`src/rtl/jrd_queue.sv`:
```
// jrd_queue: small register queue with push/full and pop/empty sides.
// Depends on nothing.
`timescale 1ns / 1ps
module jrd_queue #(
  parameter int W     = 8,
  parameter int DEPTH = 2
) (
  input  logic         clk,
  input  logic         rst_n,
  input  logic         push,
  input  logic [W-1:0] wdata,
  output logic         full,
  input  logic         pop,
  output logic [W-1:0] rdata,
  output logic         empty
);
  localparam int AW = (DEPTH > 1) ? $clog2(DEPTH) : 1;
  localparam int CW = $clog2(DEPTH + 1);

  logic [W-1:0]  mem_r [DEPTH];
  logic [AW-1:0] wp_r, wp_nxt, rp_r, rp_nxt;
  logic [CW-1:0] cnt_r, cnt_nxt;
  logic          do_push, do_pop;

  assign full    = (cnt_r == CW'(DEPTH));
  assign empty   = (cnt_r == '0);
  assign do_push = push && !full;
  assign do_pop  = pop && !empty;
  assign rdata   = mem_r[rp_r];

  always_comb begin
    wp_nxt  = wp_r;
    rp_nxt  = rp_r;
    cnt_nxt = cnt_r;
    if (do_push) begin
      wp_nxt = (wp_r == AW'(DEPTH - 1)) ? '0 : wp_r + 1'b1;
    end
    if (do_pop) begin
      rp_nxt = (rp_r == AW'(DEPTH - 1)) ? '0 : rp_r + 1'b1;
    end
    if (do_push && !do_pop) begin
      cnt_nxt = cnt_r + 1'b1;
    end else if (do_pop && !do_push) begin
      cnt_nxt = cnt_r - 1'b1;
    end
  end

  always_ff @(posedge clk) begin
    if (!rst_n) begin
      wp_r  <= '0;
      rp_r  <= '0;
      cnt_r <= '0;
    end else begin
      wp_r  <= wp_nxt;
      rp_r  <= rp_nxt;
      cnt_r <= cnt_nxt;
    end
  end

  always_ff @(posedge clk) begin
    if (do_push) begin
      mem_r[wp_r] <= wdata;
    end
  end
endmodule

```
`config.mk`:
```
export PLATFORM = sky130hd
export DESIGN_NAME = jrd_queue
export DESIGN_NICKNAME = d
export VERILOG_FILES = /design/src/rtl/jrd_queue.sv
export SDC_FILE = /design/constraint.sdc
export NUM_CORES = 1
export LEC_CHECK = 0
export ABC_AREA = 1
export BUFFER_PORTS_ARGS = -buffer_cell sky130_fd_sc_hd__buf_2
export CORE_MARGIN = 4
export CORE_UTILIZATION = 30
export CTS_BUF_LIST = sky130_fd_sc_hd__clkbuf_16
export DETAILED_ROUTE_END_ITERATION = 10
export SLEW_MARGIN = 5
export SYNTH_ARGS = -nofsm -noshare
export SYNTH_HDL_FRONTEND = slang
export SYNTH_SLANG_ARGS = --single-unit
```
`constraint.sdc`:
```
create_clock -name clk -period 1.77 [get_ports clk]
set_input_delay 0.177 -clock clk [delete_from_list [all_inputs] [get_ports clk]]
set_output_delay 0.177 -clock clk [all_outputs]
set_load 0.1 [all_outputs]
```
## Yosys cells after proc, flatten, opt, wreduce, memory -nomap -nowiden

Memory sizes are Yosys's and may differ from the RTL's. A register that Yosys moved wholly into a read port is not among the register bits.
Index checks and enable logic that the tools add are counted.

- RAM bits: 16
- Word-level logic and storage cells: 27
- Register bits after elaboration: 4
- Memories: 1
- Bits of input ports: 12

Memories:

| memory | depth | width | read ports | clocked after memory_dff | wr ports | line | RTL |
|---|---|---|---|---|---|---|---|
| mem_r | 2 | 8 | 1 | 1 | 1 | 20 | `logic [W-1:0] mem_r [DEPTH];` |

- Mux-type cells: 8
- Add/sub/neg operators: 4
- Eq/ne operators: 1
- Reductions and logical operators: 10

Operators by type and width:

| cell | count |
|---|---|
| $mux W1 | 6 |
| $logic_and A1 B1 Y1 | 4 |
| $logic_not A1 Y1 | 4 |
| $mux W2 | 2 |
| $add A1 B1 Y1 const B | 2 |
| $add A2 B1 Y2 const B | 1 |
| $eq A2 B2 Y1 const B | 1 |
| $logic_not A2 Y1 | 1 |
| $reduce_bool A2 Y1 | 1 |
| $sub A2 B1 Y2 const B | 1 |

## Logic depth before layout (Yosys ltp)

Gate-level depths: netlist of the first run.

- Depth after elaboration: 7
- Gate-level depth with buffers: 10

## Worst setup path after synthesis of the first run

OpenSTA, ideal clock, no wires.

- Kind: register to register
- Start point: register cnt_r[0]
- End point: register cnt_r[1]
- Period minus slack after synthesis: 2.417 ns
- Cell stages (with the launch flop): 10
- Path slack: -0.647 ns
- Required time: 1.706 ns
- Data arrival time: 2.353 ns
- Path through: dfxtp_1 nor2_1 nor2_2 inv_1 ha_1 inv_1 nand3_1 nand2_1 inv_1 nor2_1

- Word-level cells in the longest chain between the ends: 6
- Elaborated cells on any way between the ends: 15

Ends and longest elaborated chain:

| what | line | RTL |
|---|---|---|
| start: declaration | 22 | `logic [CW-1:0] cnt_r, cnt_nxt;` |
| start signal: assignment | 56 | `cnt_r <= cnt_nxt;` |
| $logic_not A2 Y1 (*) | 26 | `assign empty = (cnt_r == '0);` |
| net empty | 15 | `output logic empty` |
| $logic_not A1 Y1 (*) | 28 | `assign do_pop = pop && !empty;` |
| $logic_and A1 B1 Y1 (*) | 28 |  |
| $logic_not A1 Y1 | 41 | `if (do_push && !do_pop) begin` |
| $logic_and A1 B1 Y1 | 41 |  |
| $mux W2 / $reduce_bool A2 Y1 (equally long branches) | n/a |  |

Mark *: on every way through the listed nets, which the timed path passes. The rest lies on a longest branch. The select of a mux whose other input is x is not followed.
A chain may end at the register's enable or synchronous reset.

==> results.toml, run 1 <==
[grt]
globalRouteOverflowTotal = 0
track_usage_pct = 8.84
grt_pass1_vias = 538
grt_first_pass_wirelength_um = 2290
grt_max_degree = 13
antenna_found_initial = 0

[synthesis]
synthesis.instances = 63
synth.distinct_cells = 15
ys_seq_area_share_pct = 70.5
synth_warnings = 0
syn_nets = 76
ys_seq_elements = 21
syn_area_um2 = 823
syn_avg_cell_area_um2 = 13.1

[critical_path]
cp.required_ns = 1.59
crit_type = "reg2out"
timing.rr.start = "cnt_r[1]"
path_max_fanout = 8
end_kind = "primary output"
start_kind = "flop"
r2r_slack_ns = 0.29
cp_data_arrival_time_ns = 1.47

[status]
status = "complete, no violations"

[placed_design]
place_inst = 115
hpwl_um = 1020
numPortBuffers = 21
place_congestion = 0.624

[finish]
area_growth_pct = 29.5
final_cells = 119
final_nets = 103
drive_above_1_share_pct = 44.9
final_common_cell = "buf_2"
n_antenna_cell = 0
final_cell_mix = "21 x buf_2, 16 x edfxtp_1, 8 x mux2_2, 8 x inv_1, 8 x nor2_1"
fillers = 247
multiInputGateArea_um2 = 214
layout.area.seq_um2 = 581

[detailed_routing]
routed_wl_um = 1360
drtPass1Iterations = 3
ant_nets = 0
drcViolationCount = 0
routedWlPerCell_um = 11.4
drt-initial-drc-count = 5
via_per_inst = 4.42
via_count = 526

[sta]
hold_viol = 0
timing.fmax_mhz = 608
slew_headroom_pct = 67.8
worstMarginPinSlew_ns = 0.487
finalSetupTns_ns = 0
min_period_over_period_pct = 92.9
setup-violations-final = 0
period_needed_ns = 1.64
rsz0062_at_grt = "false"
slew_viol_final = 0
finClkSkew_ns = 0.00414

[clock_network]
numCtsBuffers = 3
path_clk_slew_ns = 0.06
post_cts_resize_count = 0
root_buffer = "clkbuf_16"
htree_levels = 1
cts_setup_buffers = 0
cts-hold-fix-buffers = 0
cts_tree = "yes"
cts_buffer_depth = 2
clock_sinks = 21
clkLatencyLatePin_ns = 0.25

[hold_path]
hp-class = "in2reg"
min_from = "wdata[2]"

[floorplan]
fp.dieH_um = 60.4
ios = 22
die_w_um = 60.4
placeableCoreArea_mm2 = 0.00254
die_area_mm2 = 0.00365
initial_core_util_pct = 32.4
fp-row-count = 18

[flow_run]
maxCapViolCount = 0
final cells by class:
class | count | area share (%)
Clock buffer | 3 | 7.04
Clock inverter | 1 | 0.469
Inverter | 9 | 3.17
Multi-Input combinational cell | 32 | 20.1
Sequential cell | 21 | 54.5
Tap cell | 30 | 3.52
Timing Repair Buffer | 23 | 11.3
critical path: stages (launching register included):
cell,delay (ns)
dfxtp_1,0.54
mux2_2,0.38
buf_2,0.29
synth_stat cells (all sizes together):
| cell type | instances | share of area (%) |
|---|---|---|
| dfxtp | 5 | 12 |
| ha | 1 | 1.5 |
| a21oi | 1 | 0.61 |
| o21ai | 3 | 2.3 |
| nor2 | 11 | 5.3 |
| edfxtp | 16 | 58 |
| inv | 9 | 4.1 |
| nand4 | 1 | 0.76 |
| nand2 | 6 | 2.7 |
| buf | 1 | 0.61 |
| nand3 | 1 | 0.61 |
| mux2 | 8 | 11 |
metal layers:
metal | share of wire [%] | GRT usage [%] | up-vias
met4 | 1.0 | 5.70 | 0
met5 | 0 | 0 | -
li1 | - | - | 264
met2 | 46 | 14.7 | 17
met1 | 44 | 10.3 | 243
met3 | 8.9 | 1.91 | 2
flip-flops by register name, summed over array words and instances, names as in the netlist, named ones only:
signal / count
wp_r: 1
cnt_r: 2
mem_r: 16
rp_r: 1
per-stage QoR:
step           area [um2]  setup WS [ns]  hold WS [ns]  utilization [%]
6_report             1070          0.126         0.117             41.9
3_3_place_gp          986          0.377         0.366             38.7
2_1_floorplan         833          0.149         0.276                -
5_1_grt              1070         0.0466         0.111             41.9
3_5_place_dp          986          0.271         0.376             38.7
4_1_cts              1070         0.0778         0.111             41.9
cells by family (layout without fill, tap and decap cells):
| group | count (synthesis) | in the layout | synth area share, % |
|---|---|---|---|
| mux | 8 | 8 | 10.9 |
| compound gates | 4 | 4 | 2.89 |
| buf+inv | 10 | 36 | 4.71 |
| fa+ha+maj | 1 | 1 | 1.52 |
| simple gates | 19 | 19 | 9.42 |
| flops | 21 | 21 | 70.5 |
path summary, 6_finish.rpt:
check | end | cells after the start
worst max-delay path | rdata[6] | 2
worst min-delay path | mem_r[0][2] | 1
worst max register to register | cnt_r[1] | 9
worst min register to register | rp_r | 2
Power of run 1 is left out: the tool's default activity adds up to more than one toggle a clock period on the data nets, which glitch-free logic cannot reach.
==> run 2, diff against run 1 <==
--- a/config.mk
+++ b/config.mk
@@ -6,7 +6,7 @@
 export NUM_CORES = 1
 export LEC_CHECK = 0
 export ABC_AREA = 1
-export BUFFER_PORTS_ARGS = -buffer_cell sky130_fd_sc_hd__buf_2
+export BUFFER_PORTS_ARGS = -buffer_cell sky130_fd_sc_hd__clkbuf_2
 export CORE_MARGIN = 4
 export CORE_UTILIZATION = 30
 export CTS_BUF_LIST = sky130_fd_sc_hd__clkbuf_16
==> run 2 against run 1 <==
  * Critical path depth unchanged
  * Maximum frequency increased by 3.8%
  * Non-clock buffer count unchanged
  * Clock-buffer cell count unchanged
  * Core utilization about the same
  * Register-to-register slack barely moved
  * Flip-flop and latch count unchanged
  * Design area up 0.12%
  * Worst setup slack improved by 0.060 ns
  * Sequential share of layout area up 0.053 points
  * Global-route usage fell by 0.89 points
==> results.toml, run 2 (synthesis results as in run 1) <==
[critical_path]
start_kind = "flop"
cp.required_ns = 1.59
end_kind = "primary output"
critPathSlowestCell = "dfxtp_2"
cp_data_arrival_time_ns = 1.41
crit_path_cell_trace = "mux2_2 -> clkbuf_2"
slowest_delay_ns = 0.43
path_max_fanout = 8
crit_type = "reg2out"

[sta]
slew_viol_final = 0
worst_hold_slack_ns = 0.121
finalSetupTns_ns = 0
worstMarginPinSlew_ns = 0.544
slew_headroom_pct = 63.9
finClkSkew_ns = 0.00103
setup-violations-final = 0
timing.fmax_mhz = 631
rsz0062_at_grt = "false"
hold_viol = 0
period_needed_ns = 1.58
min_period_over_period_pct = 89.5

[clock_network]
numCtsBuffers = 3
path_clk_slew_ns = 0.05
clock_sinks = 21
clkLatencyLatePin_ns = 0.24
cts_buffer_depth = 2
cts_tree = "yes"
root_buffer = "clkbuf_16"
htree_levels = 1
cts-hold-fix-buffers = 0

[floorplan]
ios = 22
die_area_mm2 = 0.00365
fp.dieH_um = 60.4
fp-row-count = 18
die_w_um = 60.4
placeableCoreArea_mm2 = 0.00254
initial_core_util_pct = 32.4

[finish]
final_cell_mix = "21 x clkbuf_2, 16 x edfxtp_1, 8 x mux2_2, 8 x inv_1, 8 x nor2_1"
final_cells = 119
n_antenna_cell = 0
drive_above_1_share_pct = 46.1
multiInputGateArea_um2 = 214
top_regs = "mem_r x16, cnt_r x2"
final_common_cell = "clkbuf_2"
area_growth_pct = 29.6
layout.area.seq_um2 = 582
fillers = 242
final_nets = 103
largest_register_ffs = 16
final_util_pct = 41.9
regMostFlops = "mem_r"

[grt]
grt_max_degree = 13
grt_first_pass_wirelength_um = 2150
track_usage_pct = 7.94
antenna_found_initial = 0
grt_pass1_vias = 542
globalRouteOverflowTotal = 0

[detailed_routing]
via_per_inst = 4.24
drtPass1Iterations = 3
routed_wl_um = 1330
wirelength_met1_um = 580
drt-initial-drc-count = 8
routedWlPerCell_um = 11.2
via_count = 505
top_layer_used = "met3"
drcViolationCount = 0
dr_wl_met3_um = 98
ant_nets = 0
wl_met2_um = 655

[placed_design]
place_inst = 115
place_congestion = 0.640
hpwl_um = 1030
numPortBuffers = 21

[hold_path]
hp-class = "in2reg"

[flow_run]
maxCapViolCount = 0

[status]
status = "complete, no violations"
==> run 2: cell types whose count changed in the layout (fill, tap and decap cells not counted) <==
cell,delta
buf_2,-21
clkbuf_2,+21
dfxtp_1,-1
dfxtp_2,+1
==> run 2: final timing paths <==
path / end / start / cells after the start / slack (ns)
min reg2reg: wp_r / wp_r / 2 / 0.51
min: mem_r[0][7] / wdata[7] / 1 / 0.12
max reg2reg: cnt_r[1] / cnt_r[1] / 9 / 0.30
max: rdata[6] / flop / 2 / 0.19
==> run 2: through the flow <==
step	area, um2	setup slack (ns)
floorplan	833	0.149
global placement	986	0.311
detailed placement	986	0.292
CTS	1070	0.0273
global route	1070	0.122
finish	1070	0.185
==> run 2: worst max-delay path: cells and delay by family (launching register included) <==
kind	cells	cell delay, ns
flops	1	0.43
mux	1	0.36
buf+inv	1	0.37
==> run 2: layout make-up <==
cell class,count,share of cell area (%)
clock buffers,3,7.03
flip-flops and latches,21,54.5
well taps,30,3.52
clock inverters,1,0.469
multi-input cells,32,20.0
inverters,9,3.17
repair buffers,23,11.3
==> run 2: what timing repair did <==
item	4_1_cts	5_1_grt
gates resized for setup	0	1
setup endpoints to repair	0	5
buffers inserted	0	0
==> run 2: routing by layer <==
| metal | vias to the layer above | global-route usage [%] |
|---|---|---|
| met2 | 15 | 13.9 |
| met3 | 0 | 2.98 |
| met1 | 223 | 9.21 |
| li1 | 267 | - |
| met4 | 0 | 1.90 |
| met5 | - | 0 |
Power of run 2 is left out for the same reason.
==> run 3, diff against run 2 <==
--- a/config.mk
+++ b/config.mk
@@ -6,11 +6,11 @@
 export NUM_CORES = 1
 export LEC_CHECK = 0
 export ABC_AREA = 1
-export BUFFER_PORTS_ARGS = -buffer_cell sky130_fd_sc_hd__clkbuf_2
 export CORE_MARGIN = 4
 export CORE_UTILIZATION = 30
 export CTS_BUF_LIST = sky130_fd_sc_hd__clkbuf_16
 export DETAILED_ROUTE_END_ITERATION = 10
+export DONT_BUFFER_PORTS = 1
 export SLEW_MARGIN = 5
 export SYNTH_ARGS = -nofsm -noshare
 export SYNTH_HDL_FRONTEND = slang
==> run 3 against run 2 <==
  * Flip-flop and latch count is the same
  * Largest cell class unchanged
  * Via count shrank 9.3%
  * Global-route usage grew 1.3 points
  * Routed wire length increased by 2.2%
==> results.toml, run 3 (synthesis results as in run 1) <==
[status]
status = "complete, no violations"

[sta]
min_period_over_period_pct = 88.7
timing.fmax_mhz = 637
period_needed_ns = 1.57
finalSetupTns_ns = 0
slew_headroom_pct = 65.5
setup-violations-final = 0
slew_viol_final = 0
rsz0062_at_grt = "false"
hold_viol = 0
finClkSkew_ns = 0.00140
worstMarginPinSlew_ns = 0.520

[flow_run]
maxCapViolCount = 0

[placed_design]
placed_area_um2 = 896
place_congestion = 0.630
hpwl_um = 1040
numPortBuffers = 0

[finish]
drive_above_1_share_pct = 30.0
n_antenna_cell = 0
largest_register_ffs = 16
stdcell_area_um2 = 976
final_nets = 84
area_growth_pct = 18.5
regMostFlops = "mem_r"
final_common_cell = "edfxtp_1"
top_regs = "mem_r x16, cnt_r x2"
final_cell_mix = "16 x edfxtp_1, 8 x mux2_2, 8 x inv_1, 8 x nor2_1, 6 x nand2_1"

[hold_path]
hp-class = "in2reg"

[floorplan]
ios = 22
initial_core_util_pct = 32.4
die_area_mm2 = 0.00365
fp-row-count = 18
placeableCoreArea_mm2 = 0.00254
die_w_um = 60.4
fp.dieH_um = 60.4

[detailed_routing]
drt-initial-drc-count = 6
drtPass1Iterations = 2
via_count = 458
routedWlPerCell_um = 13.6
ant_nets = 0
drcViolationCount = 0
routed_wl_um = 1360
via_per_inst = 4.58

[critical_path]
critPathSlowestCell = "mux2_2"
crit_path_cell_trace = "mux2_2"
path_delay_family = "multiplexers"
cp.required_ns = 1.59
cp_data_arrival_time_ns = 1.39
slowest_delay_ns = 0.61
path_max_fanout = 8
end_kind = "primary output"
crit_buf_inv = 0
crit_type = "reg2out"
start_kind = "flop"

[clock_network]
cts-hold-fix-buffers = 0
clock_sinks = 21
cts_tree = "yes"
post_cts_resize_count = 0
clkLatencyLatePin_ns = 0.25
path_clk_slew_ns = 0.05
root_buffer = "clkbuf_16"
cts_setup_buffers = 0
htree_levels = 1
cts_buffer_depth = 2
numCtsBuffers = 3

[grt]
grt_first_pass_wirelength_um = 2260
grt_max_degree = 13
globalRouteOverflowTotal = 0
grt_pass1_vias = 500
track_usage_pct = 9.27
antenna_found_initial = 0
-- run 3: worst paths after layout --
kind	start	endpoint	slack, ns	cells after the start
hold reg to reg	rp_r	rp_r	0.50	2
setup / recovery	flop	rdata[6]	0.20	1
hold / removal	wdata[2]	mem_r[0][2]	0.02	0
setup reg to reg	cnt_r[1]	cnt_r[1]	0.24	9
-- run 3: through the flow --
step | cells | utilization, % | hold WS [ns] | setup slack, ns
final | 100 | 38.3 | 0.0196 | 0.201
after global routing | 100 | 38.3 | 0.00585 | 0.0854
after CTS | 100 | 38.3 | 0.0121 | 0.169
after detailed placement | 96 | 35.2 | 0.276 | 0.238
after global placement | 96 | 35.2 | 0.276 | 0.377
after floorplan | 63 | - | 0.276 | 0.149
-- run 3: cell type report --
cell class / count / area [um2]
multi-input cells: 32 / 214
fillers: 262 / 1570
clock buffers: 3 / 75.1
inverters: 9 / 33.8
clock inverters: 1 / 5.00
flip-flops and latches: 21 / 581
well taps: 30 / 37.5
repair buffers: 4 / 30.0
-- run 3: routing by layer --
layer	routed length, um	track usage (%)	up-vias
met2	663	16.0	17
met5	0	0	-
met3	161	4.89	4
met4	51	7.59	0
li1	-	-	229
met1	486	7.72	208
Power of run 3 is left out for the same reason.
