## src/rtl/jrd_pkg.sv

```systemverilog
// jrd_pkg: payload types, stage map and arctangent table for the radial dead zone block.
// Depends on nothing; every rtl file but jrd_queue uses it.
`timescale 1ns / 1ps
package jrd_pkg;

  typedef struct packed {
    logic               stick_select;
    logic signed [15:0] raw_x;
    logic signed [15:0] raw_y;
  } in_t;

  typedef struct packed {
    logic signed [15:0] out_x;
    logic signed [15:0] out_y;
    logic        [15:0] out_magnitude;
    logic        [15:0] heading;
  } out_t;

  // Classified request as it leaves the front
  typedef struct packed {
    logic [15:0]        ax;
    logic [15:0]        ay;
    logic               sx;
    logic               sy;
    logic               zero;
    logic [14:0]        lo;
    logic [14:0]        hi;
    logic [30:0]        xx;
    logic [30:0]        yy;
    logic signed [16:0] cx;
    logic signed [16:0] cy;
    logic               zneg;
  } fe_t;

  // Back pipeline stage contents
  typedef struct packed {
    logic [15:0]        ax;
    logic [15:0]        ay;
    logic               sx;
    logic               sy;
    logic               zero;
    logic [22:0]        lo;
    logic [22:0]        hi;
    logic [47:0]        v;
    logic [47:0]        res;
    logic signed [35:0] cx;
    logic signed [35:0] cy;
    logic [31:0]        cz;
    logic [15:0]        hd;
    logic [23:0]        rq;
    logic               ok;
    logic [39:0]        num;
    logic [22:0]        den;
    logic [16:0]        q;
    logic [39:0]        nx;
    logic [39:0]        ny;
    logic [15:0]        qx;
    logic [15:0]        qy;
  } bk_t;

  typedef struct packed {
    logic adv;
    logic vld;
  } bk_ctl_t;

  typedef enum logic [1:0] {
    CFG_LEFT_DZ  = 2'd0,
    CFG_RIGHT_DZ = 2'd1,
    CFG_OUTER    = 2'd2
  } cfg_idx_t;

  localparam logic [14:0] LEFT_DZ_RST  = 15'd7849;
  localparam logic [14:0] RIGHT_DZ_RST = 15'd8689;
  localparam logic [14:0] OUTER_RST    = 15'd31129;

  localparam int CORDIC_STEPS = 20;
  localparam int SQ_LAST      = 24;
  localparam int CLAMP_ST     = 25;
  localparam int MDIV_FIRST   = 26;
  localparam int MDIV_LAST    = 42;
  localparam int MUL_ST       = 43;
  localparam int XDIV_FIRST   = 44;
  localparam int XDIV_LAST    = 59;
  localparam int N_STAGES     = 60;

  localparam logic [31:0] ATAN_TAB [CORDIC_STEPS] = '{
    32'h20000000, 32'h12E4051E, 32'h09FB385B, 32'h051111D4, 32'h028B0D43,
    32'h0145D7E1, 32'h00A2F61E, 32'h00517C55, 32'h0028BE53, 32'h00145F2F,
    32'h000A2F98, 32'h000517CC, 32'h00028BE6, 32'h000145F3, 32'h0000A2FA,
    32'h0000517D, 32'h000028BE, 32'h0000145F, 32'h00000A30, 32'h00000518
  };

endpackage

```

## src/rtl/jrd_front.sv

```systemverilog
// jrd_front: configuration registers and classification of a raw sample.
// Depends on jrd_pkg.
`timescale 1ns / 1ps
module jrd_front (
  input  logic          clk,
  input  logic          rst_n,
  input  logic          cfg_we,
  input  logic [1:0]    cfg_index,
  input  logic [14:0]   cfg_wdata,
  input  jrd_pkg::in_t  in_data,
  output jrd_pkg::fe_t  entry
);
  import jrd_pkg::*;

  logic [14:0] lz_r, rz_r, ol_r;
  logic [16:0] xe, ye;
  logic [31:0] xx, yy;

  always_ff @(posedge clk) begin
    if (!rst_n) begin
      lz_r <= LEFT_DZ_RST;
      rz_r <= RIGHT_DZ_RST;
      ol_r <= OUTER_RST;
    end else if (cfg_we) begin
      case (cfg_index)
        CFG_LEFT_DZ:  lz_r <= cfg_wdata;
        CFG_RIGHT_DZ: rz_r <= cfg_wdata;
        CFG_OUTER:    ol_r <= cfg_wdata;
        default:      ;
      endcase
    end
  end

  always_comb begin
    xe = {in_data.raw_x[15], in_data.raw_x};
    ye = {in_data.raw_y[15], in_data.raw_y};
    entry.sx   = in_data.raw_x[15];
    entry.sy   = in_data.raw_y[15];
    entry.ax   = in_data.raw_x[15] ? 16'(-xe) : in_data.raw_x;
    entry.ay   = in_data.raw_y[15] ? 16'(-ye) : in_data.raw_y;
    xx         = 32'(entry.ax) * 32'(entry.ax);
    yy         = 32'(entry.ay) * 32'(entry.ay);
    entry.xx   = xx[30:0];
    entry.yy   = yy[30:0];
    entry.zero = (in_data.raw_x == '0) && (in_data.raw_y == '0);
    // fold the left half plane onto the right one
    entry.zneg = in_data.raw_x[15];
    entry.cx   = in_data.raw_x[15] ? -$signed(xe) : $signed(xe);
    entry.cy   = in_data.raw_x[15] ? -$signed(ye) : $signed(ye);
    entry.lo   = in_data.stick_select ? rz_r : lz_r;
    entry.hi   = ol_r;
  end
endmodule

```

## config.mk

```make
export PLATFORM = sky130hd
export DESIGN_NAME = jrd_front
export DESIGN_NICKNAME = d
export VERILOG_FILES = /design/src/rtl/jrd_pkg.sv /design/src/rtl/jrd_front.sv
export SDC_FILE = /design/constraint.sdc
export NUM_CORES = 1
export LEC_CHECK = 0
export BUFFER_PORTS_ARGS = -buffer_cell sky130_fd_sc_hd__buf_2
export CAP_MARGIN = 20
export CORE_MARGIN = 2
export CORE_UTILIZATION = 45
export CTS_CLUSTER_SIZE = 16
export DETAILED_ROUTE_END_ITERATION = 7
export GPL_TIMING_DRIVEN = 0
export RECOVER_POWER = 50
export SETUP_SLACK_MARGIN = 0.2
export SLEW_MARGIN = 0
export SYNTH_ARGS = -nofsm -noshare
export SYNTH_HDL_FRONTEND = slang
export SYNTH_SLANG_ARGS = --single-unit
```

## constraint.sdc

```tcl
create_clock -name clk -period 9.3 [get_ports clk]
set_clock_uncertainty 0.1 [all_clocks]
set_input_delay 0.465 -clock clk [delete_from_list [all_inputs] [get_ports clk]]
set_output_delay 0.465 -clock clk [all_outputs]
set_load 0.1 [all_outputs]
```

## Word level (Yosys, flattened, before mapping)

Index checks and enable logic that the tools add are counted.
W data, S select, Z words.

| operators by class | value |
|---|---|
| multipliers | 2 |
| reduce and logical (&&, ||, !) cells | 7 |
| eq/ne operators | 2 |
| mux-type cells | 5 |
| add/sub/neg operators | 4 |

Operator list:

| kind | number |
|---|---|
| $mul A16 B16 Y31 | 2 |
| $mux W17 | 2 |
| $neg A16 Y17 | 2 |
| $logic_not A16 Y1 | 2 |
| $mux W16 | 2 |
| $neg A16 Y16 | 2 |
| $mux W15 | 1 |
| $reduce_and A2 Y1 | 3 |
| $eq A2 B1 Y1 const B | 1 |
| $eq A2 B2 Y1 const B | 1 |
| $logic_not A2 Y1 | 1 |
| $logic_and A1 B1 Y1 | 1 |

| word-level totals | value |
|---|---|
| bits of input ports | 53 |
| register bits after elaboration | 45 |
| output and inout port bits | 162 |

## Logic depth before layout (Yosys ltp)

Gate-level depths: netlist (run 1).

| logic depth | value |
|---|---|
| word-level depth | 3 |
| mapped depth | 32 |
| mapped depth without buffers | 30 |

## Worst setup path before layout (run 1)

Ideal clock, no wire load.

| timing | value |
|---|---|
| path type | input-to-output |
| from | input port in_data[16] (netlist bit) |
| to | output port entry[86] (netlist bit) |
| cell stages on the path | 29 |
| required time | 8.735 ns |
| buffers on the path | 2 |
| setup slack | -3.595 ns |
| arrival time | 12.330 ns |
| cells stage by stage | clkbuf_1 -> inv_1 -> clkbuf_1 -> ha_1 -> or3b_2 -> o21ai_0 -> xnor2_1 -> clkinv_1 -> nor2_1 -> fa_1 -> inv_1 -> fa_1 -> inv_1 -> fa_1 -> inv_1 -> fa_1 -> inv_1 -> fa_1 -> inv_1 -> fa_1 -> inv_1 -> ha_1 -> nand3_1 -> a21boi_0 -> a311o_1 -> a211oi_1 -> o21ai_0 -> a21oi_1 -> o311ai_0 |

RTL lines:

| what | RTL line | RTL |
|---|---|---|
| from (decl) | jrd_front.sv:10 | `input jrd_pkg::in_t in_data,` |
| to (decl) | jrd_front.sv:11 | `output jrd_pkg::fe_t entry` |

==> out/qor.tcl, run 1 <==
set qor(status) {finished clean}
set qor(worst_ep_required_time_ns) 8.74
set qor(num_rows) 70
set qor(die_height_microns) 198
set qor(setup_slack_ns) 0.388
set qor(cts_htree_levels) 2
set qor(synth_most_common_cell) {sky130_fd_sc_hd__inv_1}
set qor(synthArstFlopShare) 0
set qor(hpwlAfterDp_microns) 38400
set qor(cts.path.max_buffers) 2
set qor(relative_area_change_from_synthesis_to_final_layout_pct) 15.4
set qor(maxCapViolations) 0
set qor(cpLargestDelayFamily) {adder cells}
set qor(syn-instance-count) 1986
set qor(route.antenna.remaining_nets) 0
set qor(timing.max_slew.rel_slack) 0.196
set qor(synth_common_cells) {481 x sky130_fd_sc_hd__inv_1, 327 x sky130_fd_sc_hd__fa_1, 268 x sky130_fd_sc_hd__nand2_1, 191 x sky130_fd_sc_hd__ha_1, 119 x sky130_fd_sc_hd__nor2_1}
set qor(drt_drc_violations_left) 0
set qor(placement.setup.worst_slack_ns) -1.38
set qor(final_layout_size_suffix_gt1_frac) 0.155
set qor(grt_overflow_total) 0
set qor(post_dp_cell_area_sq_mm) 0.0188
set qor(fmaxAchievable_mhz) 112
set qor(nNetsFinal) 2800
set qor(worst-setup-path-type) {input port to primary output}
set qor(yosysTopAreaCell) {sky130_fd_sc_hd__fa_1}
set qor(finish.utilization) 0.529
set qor(path_max_fanout) 12
set qor(worst_ep_arrival_time_ns) 8.35
set qor(synth.ff_latch_count) 45
set qor(detailedRoute.firstIterationViolations) 590
set qor(weighted_congestion_at_the_end_of_routability_driven_global_placement) 0.915
set qor(cts_sinks) 45
set qor(design_area_sq_mm) 0.0195
set qor(number_of_detailed_routing_iterations_run_before_antenna_repair) 5
set qor(synthesis.area_sq_mm) 0.0169
set qor(timing.critical_path.slowest_stage_cell) {sky130_fd_sc_hd__nor4_1}
set qor(cts_made_buffers) 5
set qor(synthesis.yosys.warnings) 0
set qor(vias) 13700
set qor(multi_input_area_sq_mm) 0.0143
set qor(synthesis.area_per_instance_sq_um) 8.50
set qor(min_period_over_period) 0.958
set qor(finalSetupViolCount) 0
set qor(port-buffer-count) 204
set qor(final_hold_viol_count) 0
set qor(crit_path_end_kind) {primary output}
set qor(insertion_delay_ns) 0.28
set qor(drt_wl_total_microns) 45100
set qor(dieArea_sq_mm) 0.0391
set qor(grt_pass1_wl_microns) 73800
set qor(max_slew.worst_pin.slew_ns) 1.21
set qor(layout.filler_cells) 3630
set qor(synth_top_cell_area_share) 0.388
set qor(unrepaired_setup_endpoints_after_global_routing) {true}
set qor(timing.critical_path.buf_inv) 7
set qor(clk_pin_slew_worst_paths_ns) 0.06
set qor(cpPeakStageDelay_ns) 0.63
set qor(starting_density_of_the_core) 0.459
set qor(core_region_area_sq_mm) 0.0368
set qor(finalCriticalPeriod_ns) 8.91
set qor(synth_flop_cell) {sky130_fd_sc_hd__dfxtp_1}
set qor(register_area_sq_um) 901
set qor(worst_path_most_repeated_cell) {sky130_fd_sc_hd__fa_1}
set qor(netlist_top_cells_area) {sky130_fd_sc_hd__fa_1 39%, sky130_fd_sc_hd__ha_1 14%, sky130_fd_sc_hd__inv_1 11%, sky130_fd_sc_hd__nand2_1 6.0%, sky130_fd_sc_hd__dfxtp_1 5.3%}
set qor(slew_violations) 0
set qor(cts-root-buf) {sky130_fd_sc_hd__clkbuf_16}
set qor(min-delay-path-class) {input port to register}
set qor(grt_start_max_net_pins) 14
set qor(critical_path.startpoint_type) {input port}
set qor(routed_via_density) 5.07
set qor(io-pin-count) 215
set qor(floorplan.die.width_microns) 198
set qor(synth-edff-count) 0
set qor(synth.distinct_cells) 65
set qor(ys_seq_area_frac) 0.0534
set qor(clock_tree_from_tritoncts) {yes}
set qor(routedWlPerCell_microns) 16.7
set qor(first_global_vias) 14500
set qor(grtUsageTotal) 0.239
set qor(antenna_found_initial) 2
cells by family (layout without fill, tap and decap cells):
| family | Yosys count | count (layout) | share of synthesized area |
|---|---|---|---|
| AO/OA/AOI/OAI | 208 | 208 | 0.0831 |
| XOR/XNOR | 102 | 102 | 0.0541 |
| adder cells (fa/ha/maj) | 518 | 518 | 0.530 |
| buffers and inverters | 578 | 810 | 0.135 |
| flip-flops | 45 | 45 | 0.0534 |
| multiplexers | 17 | 17 | 0.0112 |
| other | 2 | 15 | 0.000445 |
| AND/OR/NAND/NOR | 516 | 516 | 0.133 |
metal layers:
layer | GRT usage | up-vias | share of wire
met1 | 0.325 | 6777 | 0.45
li1 | - | 6490 | -
met3 | 0.0463 | 65 | 0.063
met4 | 0.0532 | 2 | 0.021
met2 | 0.397 | 355 | 0.47
met5 | 0 | - | 0.00029
worst reg2reg max path, cell delays in order (launching register included):
cell and delay [ns]:
sky130_fd_sc_hd__dfxtp_1 0.34, sky130_fd_sc_hd__nand2_1 0.05, sky130_fd_sc_hd__a21boi_0 0.18
through the flow:
stage | hold WS (ns) | instances | TNS, ns
6_report | 0.329 | 2699 | 0
5_1_grt | 0.351 | 2698 | 0
4_1_cts | 0.332 | 2689 | 0
3_5_place_dp | 0.356 | 2670 | -17.14
3_3_place_gp | 0.345 | 2670 | -16.94
2_1_floorplan | 0.335 | 1998 | 0
layout make-up:
cell class,count,share of cell area
Sequential cell,45,0.0463
Timing Repair Buffer,224,0.0598
Clock buffer,6,0.00662
Buffer,83,0.0255
Antenna cell,1,0.000129
Inverter,495,0.0974
Multi-Input combinational cell,1375,0.734
Tap cell,468,0.0301
Clock inverter,2,0.000514
placed cells by master, fill, tap and decap left out, types with 13 or more instances in the layout:
cell and instances:
sky130_fd_sc_hd__buf_4 56, sky130_fd_sc_hd__mux2_2 15, sky130_fd_sc_hd__a21o_1 28, sky130_fd_sc_hd__dfxtp_1 45, sky130_fd_sc_hd__a21boi_0 25, sky130_fd_sc_hd__xor2_2 14, sky130_fd_sc_hd__xor2_1 13, sky130_fd_sc_hd__and2_1 19
sky130_fd_sc_hd__nand2_1 266, sky130_fd_sc_hd__xnor2_1 57, sky130_fd_sc_hd__ha_1 188, sky130_fd_sc_hd__a21oi_1 50, sky130_fd_sc_hd__nor2_1 114, sky130_fd_sc_hd__conb_1 14, sky130_fd_sc_hd__nand3_1 39, sky130_fd_sc_hd__buf_2 140
sky130_fd_sc_hd__clkbuf_1 83, sky130_fd_sc_hd__inv_1 478, sky130_fd_sc_hd__o21ai_0 18, sky130_fd_sc_hd__fa_1 327
flip-flops by register name, summed over array words and instances, names as in the netlist:
| signal | cells |
|---|---|
| ol_r | 15 |
| rz_r | 15 |
| lz_r | 15 |
final timing paths:
kind	start	endpoint	slack, ns	cells past startpoint
max	in_data[18]	entry[95]	0.39	27
min	cfg_wdata[9]	lz_r[9]$_SDFFE_PN1P_	0.33	3
max reg2reg	lz_r[13]$_SDFFE_PN0P_	lz_r[13]$_SDFFE_PN0P_	8.55	2
min reg2reg	rz_r[12]$_SDFFE_PN0P_	rz_r[12]$_SDFFE_PN0P_	0.36	2
what timing repair did:
action,in CTS,in global routing
hold endpoints to repair,0,0
pin swaps,9,11
setup endpoints to repair,31,28
gates resized for setup,62,55
buffers inserted,11,9
hold buffers,0,0
Power of run 1 is not shown: default switching activity piles up to over one toggle a cycle in this logic, so the estimate is an artifact.
==> run 2: changes to the inputs <==
CORE_UTILIZATION = 38   (was 45)
==> out/qor.tcl, run 2 (synthesized netlist as in run 1, its figures left out) <==
set qor(vias) 13800
set qor(grt_pass1_wl_microns) 75500
set qor(insertion_delay_ns) 0.29
set qor(crit_path_end_kind) {primary output}
set qor(cts_htree_levels) 2
set qor(start_point_of_the_worst_min_delay_path) {cfg_wdata[12]}
set qor(clock_tree_from_tritoncts) {yes}
set qor(worst_ep_required_time_ns) 8.74
set qor(largest_registers) {lz_r (15), ol_r (15), rz_r (15)}
set qor(weighted_congestion_at_the_end_of_routability_driven_global_placement) 0.900
set qor(clk_pin_slew_worst_paths_ns) 0.07
set qor(routedWlPerCell_microns) 16.2
set qor(cts_sinks) 45
set qor(min_delay_path_depth) 3
set qor(max_slew.worst_pin.slew_ns) 1.23
set qor(timing.max_slew.rel_slack) 0.182
set qor(core_region_area_sq_mm) 0.0440
set qor(worst_ep_arrival_time_ns) 8.32
set qor(final_layout_size_suffix_gt1_frac) 0.153
set qor(status) {finished clean}
set qor(relative_area_change_from_synthesis_to_final_layout_pct) 15.9
set qor(setup.worst_path.start) {in_data[31]}
set qor(min_period_over_period) 0.956
set qor(path_max_fanout) 12
set qor(dp.cells) 2795
set qor(grt_start_max_net_pins) 17
set qor(drt_drc_violations_left) 0
set qor(finalCriticalPeriod_ns) 8.89
set qor(grtUsageTotal) 0.204
set qor(layout_cells_excl_fill) 2825
set qor(post_dp_cell_area_sq_mm) 0.0190
set qor(antenna_found_initial) 5
set qor(ff2ff_setup_slack_ns) 8.51
set qor(num_rows) 77
set qor(drt_wl_total_microns) 45900
set qor(design_area_sq_mm) 0.0196
set qor(slew_violations) 0
set qor(holdPathEnd) {lz_r[12]$_SDFFE_PN1P_}
set qor(finalSetupViolCount) 0
set qor(cts.path.max_buffers) 2
set qor(min-delay-path-class) {input port to register}
set qor(fmaxAchievable_mhz) 113
set qor(timing.rr.end) {lz_r[8]$_SDFFE_PN0P_}
set qor(worst-setup-path-type) {input port to primary output}
set qor(first_global_vias) 14600
set qor(critical_path.startpoint_type) {input port}
set qor(floorplan.die.width_microns) 215
set qor(cts_hold_repair.buffers) 0
set qor(cts_made_buffers) 5
set qor(unrepaired_setup_endpoints_after_global_routing) {false}
set qor(route.antenna.remaining_nets) 0
set qor(starting_density_of_the_core) 0.383
set qor(cts-root-buf) {sky130_fd_sc_hd__clkbuf_16}
set qor(number_of_detailed_routing_iterations_run_before_antenna_repair) 5
set qor(detailedRoute.firstIterationViolations) 738
set qor(dieArea_sq_mm) 0.0461
set qor(critical_path.reg2reg.startpoint) {lz_r[8]$_SDFFE_PN0P_}
set qor(nNetsFinal) 2800
set qor(reg2regPathDepth) 2
set qor(hpwlAfterDp_microns) 39400
set qor(maxCapViolations) 0
set qor(final_hold_viol_count) 0
set qor(most_common_cell_after_layout_fill_and_taps_aside) {sky130_fd_sc_hd__inv_1}
set qor(die_height_microns) 215
set qor(routed_via_density) 4.89
set qor(layout_common_cells) {477 x sky130_fd_sc_hd__inv_1, 327 x sky130_fd_sc_hd__fa_1, 266 x sky130_fd_sc_hd__nand2_1}
set qor(port-buffer-count) 204
set qor(grt_overflow_total) 0
set qor(io-pin-count) 215
run 2: cell count changes in the layout (fill, tap and decap cells not counted), moves of 3 or more:
cell / delta
sky130_fd_sc_hd__buf_6: +3
sky130_fd_sc_hd__xor2_1: +4
sky130_fd_sc_hd__buf_4: -5
sky130_fd_sc_hd__inv_2: +3
sky130_fd_sc_hd__clkbuf_1: -3
sky130_fd_sc_hd__clkinv_2: -3
sky130_fd_sc_hd__xor2_2: -3
sky130_fd_sc_hd__buf_2: +5
run 2: how the worst max path moves through the flow:
stage | to | slack, ns | depth (start not counted)
6_report | entry[95] | 0.41 | 27
5_1_grt | entry[85] | 0.10 | 27
4_1_cts | entry[95] | 0.18 | 27
3_5_place_dp | entry[95] | -1.04 | 29
3_3_place_gp | entry[95] | -1.08 | 29
2_1_floorplan | entry[94] | 0.13 | 27
run 2: layout make-up:
class,count,area [sq um]
diodes,3,7.51
plain buffers,83,494
clock buffers,5,125
clock inverters,3,25.0
fillers,4398,24500
inverters,495,1890
multi-input cells,1375,14200
flip-flops and latches,45,901
well taps,592,741
repair buffers,224,1160
run 2: per-layer routing:
layer / GRT usage / part of all wire
met3: 0.0221 / 0.059
met4: 0.0498 / 0.026
met5: 0 / 0.00026
met1: 0.284 / 0.45
met2: 0.340 / 0.47
run 2: worst max-delay path, stage by stage:
cell and delay (ns):
sky130_fd_sc_hd__clkbuf_1 0.35, sky130_fd_sc_hd__o31ai_1 0.17, sky130_fd_sc_hd__xor2_1 0.71, sky130_fd_sc_hd__clkinvlp_4 0.57, sky130_fd_sc_hd__nand2_1 0.26, sky130_fd_sc_hd__inv_1 0.08, sky130_fd_sc_hd__fa_1 0.53, sky130_fd_sc_hd__inv_1 0.05
sky130_fd_sc_hd__fa_1 0.49, sky130_fd_sc_hd__inv_1 0.05, sky130_fd_sc_hd__fa_1 0.51, sky130_fd_sc_hd__inv_1 0.06, sky130_fd_sc_hd__fa_1 0.47, sky130_fd_sc_hd__inv_1 0.05, sky130_fd_sc_hd__fa_1 0.53, sky130_fd_sc_hd__inv_1 0.05
sky130_fd_sc_hd__fa_1 0.52, sky130_fd_sc_hd__inv_1 0.04, sky130_fd_sc_hd__ha_1 0.35, sky130_fd_sc_hd__and3_1 0.22, sky130_fd_sc_hd__o2111a_2 0.23, sky130_fd_sc_hd__o2111ai_2 0.29, sky130_fd_sc_hd__a21oi_1 0.11, sky130_fd_sc_hd__or4_1 0.54
sky130_fd_sc_hd__a21oi_4 0.24, sky130_fd_sc_hd__xnor2_4 0.15, sky130_fd_sc_hd__buf_12 0.19
run 2: what timing repair did:
action	CTS	global route
pin swaps	8	11
gates resized for setup	57	43
endpoints found under the setup margin	31	27
buffers inserted	9	10
run 2: through the flow:
stage	utilization	hold slack [ns]	worst slack [ns]	TNS (ns)
2_1_floorplan	-	0.335	0.127	0
3_3_place_gp	0.431	0.346	-1.08	-11.07
3_5_place_dp	0.431	0.349	-1.04	-12.88
4_1_cts	0.441	0.328	0.175	0
5_1_grt	0.444	0.348	0.103	0
6_report	0.444	0.331	0.412	0
Power of run 2 is left out for the same reason.
